===== src/rtl/assert_macros.svh =====
// Assertion macros shared by the heap queue RTL.
`ifndef ASSERT_MACROS_SVH
`define ASSERT_MACROS_SVH

// Same-cycle implication, checked on every clock edge outside reset.
`define ASSERT_NOW(label, ante, cons) \
    label: assert property (@(posedge clk) disable iff (!rst_n) (ante) |-> (cons)) \
        else $error("heap queue assertion failed");

// Next-cycle implication, checked on every clock edge outside reset.
`define ASSERT_NEXT(label, ante, cons) \
    label: assert property (@(posedge clk) disable iff (!rst_n) (ante) |=> (cons)) \
        else $error("heap queue assertion failed");

`endif


===== src/rtl/hpq_pkg.sv =====
// Shared constants, codes and types of the heap priority queue.
package hpq_pkg;

    localparam int HEAP_DEPTH  = 1024;
    localparam int KEY_W       = 32;
    localparam int STATUS_W    = 2;
    localparam int OCC_W       = 11;
    localparam int IN_TDATA_W  = 32;
    localparam int OUT_TDATA_W = 48;

    localparam logic ACT_INSERT  = 1'b0;
    localparam logic ACT_EXTRACT = 1'b1;

    localparam logic [STATUS_W-1:0] ST_OK    = 2'd0;
    localparam logic [STATUS_W-1:0] ST_EMPTY = 2'd1;
    localparam logic [STATUS_W-1:0] ST_FULL  = 2'd2;

    typedef struct packed {
        logic signed [KEY_W-1:0]    max_key;
        logic        [STATUS_W-1:0] status;
    } hpq_result_t;

endpackage


===== src/rtl/hpq_seq.sv =====
// Sift sequencer of the heap queue: state machine, entry count and shared comparator.
`include "assert_macros.svh"

module hpq_seq #(
    parameter int DEPTH = hpq_pkg::HEAP_DEPTH
) (
    input  logic                              clk,
    input  logic                              rst_n,
    input  logic                              in_valid,
    output logic                              in_ready,
    input  logic                              in_action,
    input  logic signed [hpq_pkg::KEY_W-1:0]  in_key,
    output logic                              res_valid,
    input  logic                              res_ready,
    output hpq_pkg::hpq_result_t              res,
    output logic [$clog2(DEPTH+1)-1:0]        count,
    output logic                              mem_we,
    output logic [$clog2(DEPTH)-1:0]          mem_waddr,
    output logic [hpq_pkg::KEY_W-1:0]         mem_wdata,
    output logic                              mem_re,
    output logic [$clog2(DEPTH)-1:0]          mem_raddr,
    input  logic [hpq_pkg::KEY_W-1:0]         mem_rdata
);

    localparam int CW = $clog2(DEPTH + 1);
    localparam int AW = $clog2(DEPTH);
    localparam int KW = hpq_pkg::KEY_W;

    localparam logic [3:0] S_IDLE     = 4'd0;
    localparam logic [3:0] S_UP_CHK   = 4'd1;
    localparam logic [3:0] S_UP_CMP   = 4'd2;
    localparam logic [3:0] S_EX_ROOT  = 4'd3;
    localparam logic [3:0] S_EX_LAST  = 4'd4;
    localparam logic [3:0] S_DN_CHK   = 4'd5;
    localparam logic [3:0] S_DN_LEFT  = 4'd6;
    localparam logic [3:0] S_DN_RIGHT = 4'd7;
    localparam logic [3:0] S_DN_CMP   = 4'd8;
    localparam logic [3:0] S_DONE     = 4'd9;

    logic [3:0]                   state_reg, state_next;
    logic [CW-1:0]                count_reg, count_next;
    logic [CW-1:0]                pos_reg, pos_next;
    logic [CW-1:0]                best_pos_reg, best_pos_next;
    logic signed [KW-1:0]         val_reg, val_next;
    logic signed [KW-1:0]         best_reg, best_next;
    logic signed [KW-1:0]         max_reg, max_next;
    logic [hpq_pkg::STATUS_W-1:0] status_reg, status_next;

    logic [CW-1:0]        pos_m1;
    logic [CW-1:0]        parent;
    logic [CW-1:0]        parent_m1;
    logic [CW:0]          left;
    logic [CW:0]          right;
    logic [CW:0]          left_m1;
    logic [CW:0]          count_ext;
    logic [CW-1:0]        count_m1;
    logic signed [KW-1:0] rdata_s;
    logic signed [KW-1:0] cmp_a;
    logic signed [KW-1:0] cmp_b;
    logic                 cmp_gt;
    logic                 at_chk;

    assign pos_m1    = pos_reg - CW'(1);
    assign parent    = pos_reg >> 1;
    assign parent_m1 = parent - CW'(1);
    assign left      = {pos_reg, 1'b0};
    assign right     = {pos_reg, 1'b1};
    assign left_m1   = left - (CW + 1)'(1);
    assign count_ext = {1'b0, count_reg};
    assign count_m1  = count_reg - CW'(1);
    assign rdata_s   = $signed(mem_rdata);
    assign at_chk    = state_reg == S_UP_CHK || state_reg == S_DN_CHK;

    // The one comparator; its operands are steered by the current step.
    always_comb
    begin
        unique case (state_reg)
            S_UP_CMP:
            begin
                cmp_a = val_reg;
                cmp_b = rdata_s;
            end
            S_DN_RIGHT:
            begin
                cmp_a = rdata_s;
                cmp_b = best_reg;
            end
            default:
            begin
                cmp_a = best_reg;
                cmp_b = val_reg;
            end
        endcase
    end

    assign cmp_gt = cmp_a > cmp_b;

    always_comb
    begin
        state_next    = state_reg;
        count_next    = count_reg;
        pos_next      = pos_reg;
        best_pos_next = best_pos_reg;
        val_next      = val_reg;
        best_next     = best_reg;
        max_next      = max_reg;
        status_next   = status_reg;
        in_ready      = 1'b0;
        res_valid     = 1'b0;
        mem_we        = 1'b0;
        mem_waddr     = pos_m1[AW-1:0];
        mem_wdata     = val_reg;
        mem_re        = 1'b0;
        mem_raddr     = left_m1[AW-1:0];

        unique case (state_reg)
            S_IDLE:
            begin
                in_ready = 1'b1;
                if (in_valid)
                begin
                    max_next    = '0;
                    status_next = hpq_pkg::ST_OK;
                    pos_next    = CW'(1);
                    if (in_action == hpq_pkg::ACT_INSERT)
                    begin
                        if (count_reg == CW'(DEPTH))
                        begin
                            status_next = hpq_pkg::ST_FULL;
                            state_next  = S_DONE;
                        end
                        else
                        begin
                            count_next = count_reg + CW'(1);
                            pos_next   = count_reg + CW'(1);
                            val_next   = in_key;
                            state_next = S_UP_CHK;
                        end
                    end
                    else
                    begin
                        if (count_reg == '0)
                        begin
                            status_next = hpq_pkg::ST_EMPTY;
                            state_next  = S_DONE;
                        end
                        else
                        begin
                            mem_re     = 1'b1;
                            mem_raddr  = '0;
                            state_next = S_EX_ROOT;
                        end
                    end
                end
            end
            S_UP_CHK:
            begin
                if (pos_reg == CW'(1))
                begin
                    mem_we     = 1'b1;
                    state_next = S_DONE;
                end
                else
                begin
                    mem_re     = 1'b1;
                    mem_raddr  = parent_m1[AW-1:0];
                    state_next = S_UP_CMP;
                end
            end
            S_UP_CMP:
            begin
                mem_we = 1'b1;
                if (cmp_gt)
                begin
                    // The parent moves down into the hole and the hole climbs.
                    mem_wdata  = mem_rdata;
                    pos_next   = parent;
                    state_next = S_UP_CHK;
                end
                else
                begin
                    state_next = S_DONE;
                end
            end
            S_EX_ROOT:
            begin
                max_next   = rdata_s;
                mem_re     = 1'b1;
                mem_raddr  = count_m1[AW-1:0];
                count_next = count_m1;
                state_next = S_EX_LAST;
            end
            S_EX_LAST:
            begin
                val_next   = rdata_s;
                pos_next   = CW'(1);
                state_next = S_DN_CHK;
            end
            S_DN_CHK:
            begin
                if (left > count_ext)
                begin
                    mem_we     = 1'b1;
                    state_next = S_DONE;
                end
                else
                begin
                    mem_re     = 1'b1;
                    state_next = S_DN_LEFT;
                end
            end
            S_DN_LEFT:
            begin
                best_next     = rdata_s;
                best_pos_next = left[CW-1:0];
                if (right <= count_ext)
                begin
                    mem_re     = 1'b1;
                    mem_raddr  = left[AW-1:0];
                    state_next = S_DN_RIGHT;
                end
                else
                begin
                    state_next = S_DN_CMP;
                end
            end
            S_DN_RIGHT:
            begin
                // The right child wins only when strictly larger.
                if (cmp_gt)
                begin
                    best_next     = rdata_s;
                    best_pos_next = right[CW-1:0];
                end
                state_next = S_DN_CMP;
            end
            S_DN_CMP:
            begin
                mem_we = 1'b1;
                if (cmp_gt)
                begin
                    mem_wdata  = best_reg;
                    pos_next   = best_pos_reg;
                    state_next = S_DN_CHK;
                end
                else
                begin
                    state_next = S_DONE;
                end
            end
            S_DONE:
            begin
                res_valid = 1'b1;
                if (res_ready)
                begin
                    state_next = S_IDLE;
                end
            end
            default:
            begin
                state_next = S_IDLE;
            end
        endcase
    end

    always_ff @(posedge clk or negedge rst_n)
    begin
        if (!rst_n)
        begin
            state_reg <= S_IDLE;
            count_reg <= '0;
        end
        else
        begin
            state_reg <= state_next;
            count_reg <= count_next;
        end
    end

    always_ff @(posedge clk)
    begin
        pos_reg      <= pos_next;
        best_pos_reg <= best_pos_next;
        val_reg      <= val_next;
        best_reg     <= best_next;
        max_reg      <= max_next;
        status_reg   <= status_next;
    end

    assign res.max_key = max_reg;
    assign res.status  = status_reg;
    assign count       = count_reg;

    `ASSERT_NOW(a_count_range, 1'b1, count_reg <= CW'(DEPTH))
    `ASSERT_NOW(a_port_excl, mem_we, !mem_re)
    `ASSERT_NOW(a_pos_valid, at_chk, pos_reg != '0 && pos_reg <= CW'(DEPTH))

endmodule


===== config.mk =====
export PLATFORM = sky130hd
export DESIGN_NAME = hpq_seq
export DESIGN_NICKNAME = d
export VERILOG_FILES = /design/src/rtl/hpq_pkg.sv /design/src/rtl/hpq_seq.sv
export VERILOG_INCLUDE_DIRS = /design/src /design/src/rtl
export SDC_FILE = /design/constraint.sdc
export NUM_CORES = 1
export LEC_CHECK = 0
export ABC_CLOCK_PERIOD_IN_PS = 9400
export BUFFER_PORTS_ARGS = -buffer_cell sky130_fd_sc_hd__buf_2
export CAP_MARGIN = 10
export CORE_ASPECT_RATIO = 0.5
export CORE_MARGIN = 3
export CORE_UTILIZATION = 55
export CTS_BUF_LIST = sky130_fd_sc_hd__clkbuf_2 sky130_fd_sc_hd__clkbuf_4 sky130_fd_sc_hd__clkbuf_8
export CTS_CLUSTER_DIAMETER = 30
export DETAILED_ROUTE_END_ITERATION = 8
export GPL_ROUTABILITY_DRIVEN = 0
export PLACE_DENSITY = 0.79
export SETUP_SLACK_MARGIN = 0.5
export SKIP_LAST_GASP = 1
export SLEW_MARGIN = 20
export SYNTH_ARGS = -nofsm -noshare
export SYNTH_HDL_FRONTEND = slang
export SYNTH_SLANG_ARGS = --single-unit

===== constraint.sdc =====
create_clock -name clk -period 9.4 [get_ports clk]
set_input_delay 1.88 -clock clk [delete_from_list [all_inputs] [get_ports clk]]
set_output_delay 1.88 -clock clk [all_outputs]
set_load 0.01 [all_outputs]

== Word level (Yosys, flattened, before mapping) ==
Cells that the tools add are included.
Operators by class
  eq/ne operators: 18
  $add $sub $neg: 5
  $lt $le $gt $ge: 3
  multiply operators: 0
  reductions and logical operators: 14
  div/mod/pow operators: 0
  bitwise gates (word level): 0
  mux-type cells: 57
  shifts and indexed selects: 0
Operators by type and width (count)
  case mux 32 bit (2 select lines): 6
  two-way mux 32 bit: 7
  two-way mux 11 bit: 9
  two-way mux 10 bit: 5
  case mux 11 bit (2 select lines): 2
  case mux 11 bit (4 select lines): 1
  two-way mux 4 bit: 10
  case mux 10 bit (4 select lines): 1
  case mux 4 bit (10 select lines): 1
  greater-than comparator 32 bit: 1
  subtractor 10 x 1 -> 10 bit (second input constant): 3
  equality test 4 x 3 -> 1 bit (second input constant): 4
  inequality test 2 bit (second input constant): 7
  greater-than comparator 12 x 11 -> 1 bit: 1
  less-or-equal comparator 12 x 11 -> 1 bit: 1
  AND reduction 4 bit: 3
  adder 11 x 1 -> 11 bit (second input constant): 1
  equality test 11 x 1 -> 1 bit (second input constant): 1
  equality test 11 bit (second input constant): 1
  logical NOT 11 bit: 1
  two-way mux 1 bit: 11
  subtractor 11 x 1 -> 11 bit (second input constant): 1
  equality test 4 x 2 -> 1 bit (second input constant): 2
  equality test 4 bit (second input constant): 2
  other kinds (9): 15
Word-level totals
  RAM bits: 0
  word-level logic and storage cells: 105
  memories: 0
  ROM bits: 0
  bits in latches: 0
  input bits: 69
  output and inout port bits: 101
  register bits after elaboration: 135

== Logic depth before layout (Yosys ltp) ==
  depth after elaboration: 5
  depth in mapped cells: 16

== Least setup slack after synthesis ==
Ideal clock, no wire load.
  path kind: input -> register
  from: in mem_rdata[31] (netlist name)
  to: reg best_pos_reg[0] (enable)
  path buffers: 0
  path slack: 2.388 ns
  cell stages on the path: 9
  required time: 8.897 ns
  arrival: 6.509 ns
  library setup time: 0.503 ns
  path through: a22oi_1 -> nand2_1 -> ha_1 -> nand4_1 -> nor4_1 -> nor2b_1 -> a41oi_1 -> o211ai_2 -> o21ai_0
Between the ends
  cells in the longest elaborated chain, start to end: 4
  elaborated cells on any way between the ends: 5
  those cells by class: order compare (1); eq/ne (1); mux (2); reduce/logical (1)
RTL lines
  start, declared: RTL line hpq_seq.sv:22  | input logic [hpq_pkg::KEY_W-1:0] mem_rdata
  case mux 32 bit (2 select lines): RTL line hpq_seq.sv:77  | unique case (state_reg)
  greater-than comparator 32 bit *: RTL line hpq_seq.sv:96  | assign cmp_gt = cmp_a > cmp_b;
  inequality test 2 bit (no line) *
  AND reduction 2 bit (no line) *
  end signal, assigned: RTL line hpq_seq.sv:283  | best_pos_reg <= best_pos_next;
  end, declared: RTL line hpq_seq.sv:43  | logic [CW-1:0] best_pos_reg, best_pos_next;
Mark *: on every way between the ends. The rest lies on a longest branch, timed or not.
A chain may end at the register's enable or synchronous reset.

== Worst setup path after layout ==
  from: reg state_reg[0]
  to: out mem_wdata[2] (netlist name)
Between the ends
  cells in the longest elaborated chain, start to end: 5
  elaborated cells on any way between the ends: 9
  those cells by class: order compare (1); eq/ne (3); mux (5)
RTL lines
  start, declared: RTL line hpq_seq.sv:40  | logic [3:0] state_reg, state_next;
  start signal, assigned: RTL line hpq_seq.sv:275  | state_reg <= state_next;
  equality test 4 x 3 -> 1 bit or equality test 4 x 2 -> 1 bit (tied branches): RTL line hpq_seq.sv:77, hpq_seq.sv:116
  case mux 32 bit (2 select lines): RTL line hpq_seq.sv:77
  greater-than comparator 32 bit: RTL line hpq_seq.sv:96
  two-way mux 32 bit (on tied branches): RTL line hpq_seq.sv:240, hpq_seq.sv:173
  case mux 32 bit (2 select lines) *: RTL line hpq_seq.sv:116  | unique case (state_reg)
  end, declared: RTL line hpq_seq.sv:19  | output logic [hpq_pkg::KEY_W-1:0] mem_wdata,
Marks and branches as above.

==> reports/results.ini <==
[grt]
antenna_found_initial = 0
grt_max_degree = 66
grt_usage_pct = 27.2
overflow = 0
grt_pass1_wl_mm = 38.9
grt_pass1_vias = 7589

[logic_synthesis]
ys_ff_latch = 135
synth_nets = 1035
syn_area_sq_um = 9010
synth_top_cell_by_area = edfxtp_1
async_flop_share_pct = 11.1
yosys.area.top_type_share_pct = 40.0
synth_top_family_by_area = compound AO/OA/AOI/OAI gates
synth-compound-area-share_pct = 20.8
yosysMostFrequentCell = edfxtp_1
ys.flop_type = edfxtp_1
syn_area_per_cell_sq_um = 9.83
synth_area_leaders = edfxtp_1 40%, ha_1 6.8%, a22oi_1 6.2%, nand2_1 4.8%, dfrtp_1 4.2%
synthCells = 917
synth-seq-area-share_pct = 44.2
synth_xor_area_share_pct = 4.18
yosys.area_share.adder_pct = 6.92
synthMuxAreaShare_pct = 4.22
ys_warn_count = 0
synth-simple-area-share_pct = 14.3
synth_edf_count = 120
synth_cell_type_count = 64
ys_top_cells_by_count = 120 x edfxtp_1, 116 x nand2_1, 74 x a22oi_1

[setup_path]
slowest_stage = nor2_4
worstRegToRegCells = 14
cp_common_cell = buf_4
r2r_slack_ps = 3480
r2r_end = best_reg[13]
cp.arrival_ps = 5930
crit_type = reg2out
path_cells = nand2b_1 > nor3_4 > buf_4 > nor2_4 > buf_4 > a21oi_1 > ha_1 > nand4_1 > nor4_1 > nor2b_1 > a41oi_1 > o2111a_2 > o22ai_1 > buf_2
max_stage_delay_ps = 860
end_kind = output port
cp.required_ps = 7520
r2r_start = state_reg[0]
cp-start-kind = register
path_max_fanout = 63

[job]
drv_cap = 0

[final_layout]
final_nets = 1164
diodes = 0
area_delta_synth_final_pct = 15.5
final_area_sq_um = 10400
final_cells = 1279
drive_gt1_share_pct = 25.0

[floorplan]
start_util_pct = 57.3
rows = 32
die_h_um = 96.5
ios = 170
die_w_um = 187
die_area_sq_um = 18000
coreArea_sq_um = 15700

[sta]
fmax_ghz = 0.128
worstMarginPinSlew_ps = 1010
holdWs_ps = 560
fin_crit_sh_pct = 83.1
skew_ps = 17.2
grt_setup_unrepaired = no
final-hold-violation-count = 0
maxSlewViolCount = 0
layout_min_cycle_time_ps = 7810
setup_viol_count_final = 0
slew_headroom_pct = 32.3
final.setup.tns_ps = 0

[detailed_routing]
drc = 0
drt-met1-wl_mm = 10.6
drtAntennaViolNets = 0
drtIter0Drc = 822
wl_per_cell_um = 19.6
dr_wl_met2_mm = 12.2
top_layer_used = met4
dr.pass1.iters = 5
vias = 7994
totalWireLength_mm = 25.1
route.met3.wl_mm = 1.96
vias_per_cell = 6.25

[place]
dp.final_hpwl_mm = 16.7
post_dp_cell_area_sq_um = 9980
io_buffer_count = 169
dp.cells = 1247

[min_path]
hp-class = reg2reg
hold-path-cell-count = 2
min_from = best_pos_reg[10]
hold_path_end = pos_reg[10]

[cts]
cts_hold_buf = 0
path_clk_slew_ps = 80
cts_tree = built
cts_setup_buffers = 0
cts_buffers = 17
htree_num_levels = 4
cts_root_buffer = clkbuf_8
cts_max_path_buffers = 2
cts_resized = 0
clock_latency_ps = 460
cts.sinks = 135

[status]
status = complete, no violations

[power_and_ir_drop]
powerDensity_nw_per_um2 = 339
leakage_nw = 4.27
ir_drop_v = 0.000181

==> worst max path at each step <==
| stage | from | end | slack [ps] | cells after the start |
|---|---|---|---|---|
| 5_1_grt | state_reg[0] | mem_wdata[2] | 1300 | 14 |
| 3_3_place_gp | state_reg[0] | mem_wdata[2] | 2010 | 14 |
| 3_5_place_dp | state_reg[0] | mem_wdata[2] | 2240 | 14 |
| 4_1_cts | state_reg[0] | mem_wdata[2] | 1700 | 14 |
| 2_1_floorplan | mem_rdata[31] | best_pos_reg[0] | 2390 | 9 |
| 6_report | state_reg[0] | mem_wdata[2] | 1590 | 14 |
==> cell families (layout without fill, tap and decap cells) <==
group                      Yosys count  in the layout
and+or+nand+nor                    261            261
DFF                                135            135
xor gates and xnor gates            43             43
adders and majority gates           50             50
buffers and inverters              124            265
muxes                               34             34
AOI/OAI and AO/OA                  270            270
==> metal layers <==
layer | up-vias | track usage, %
met2 | 386 | 47.6
met5 | - | 0
met4 | 0 | 7.73
met3 | 35 | 4.90
li1 | 3699 | -
met1 | 3874 | 35.5
==> per-stage QoR <==
stage / worst slack [ps] / util [%] / total power [mW]
floorplan: 2390 / - / 2.33
global placement: 2010 / 63.4 / 2.90
detailed placement: 2240 / 63.4 / 2.95
CTS: 1700 / 65.9 / 3.46
global route: 1300 / 66.1 / 3.76
finish: 1590 / 66.1 / 3.52
==> report_power, final <==
| part | internal, mW | switching, mW |
|---|---|---|
| clock | 0.262 | 0.241 |
| sequential | 0.864 | 0.208 |
| combinational | 0.777 | 1.17 |
| total | 1.90 | 1.62 |
==> placed cells by master (no fill, tap or decap), types with 9 or more instances in the layout <==
| cell type | synthesis | routed |
|---|---|---|
| xnor2_1 | 39 | 39 |
| nor2_1 | 25 | 24 |
| o21ai_0 | 26 | 25 |
| nand4_1 | 11 | 11 |
| a22o_1 | 33 | 33 |
| o22ai_1 | 41 | 41 |
| nand3_1 | 23 | 23 |
| buf_4 | 1 | 9 |
| a21oi_1 | 57 | 56 |
| a22oi_1 | 74 | 74 |
| edfxtp_1 | 120 | 120 |
| clkbuf_8 | 0 | 17 |
| inv_1 | 54 | 53 |
| and2_1 | 32 | 32 |
| nor3_1 | 13 | 11 |
| buf_2 | 13 | 169 |
| dfrtp_1 | 15 | 15 |
| ha_1 | 49 | 49 |
| mux2_2 | 32 | 32 |
| nand2_1 | 116 | 114 |
==> area by class of cell <==
class | count | area [sq um]
repair buffers | 179 | 941
fillers | 1235 | 5330
flip-flops and latches | 135 | 3980
inverters | 55 | 206
clock inverters | 13 | 156
multi-input cells | 658 | 4610
well taps | 221 | 277
clock buffers | 18 | 241
==> worst max-delay path: cells and delay by family (launching register included) <==
| family | cells | cell delay (ps) |
|---|---|---|
| flops | 1 | 570 |
| compound gates | 4 | 1500 |
| fa+ha+maj | 1 | 390 |
| buf+inv | 3 | 900 |
| simple gates | 6 | 2060 |
(Power assumes the default switching activity.)
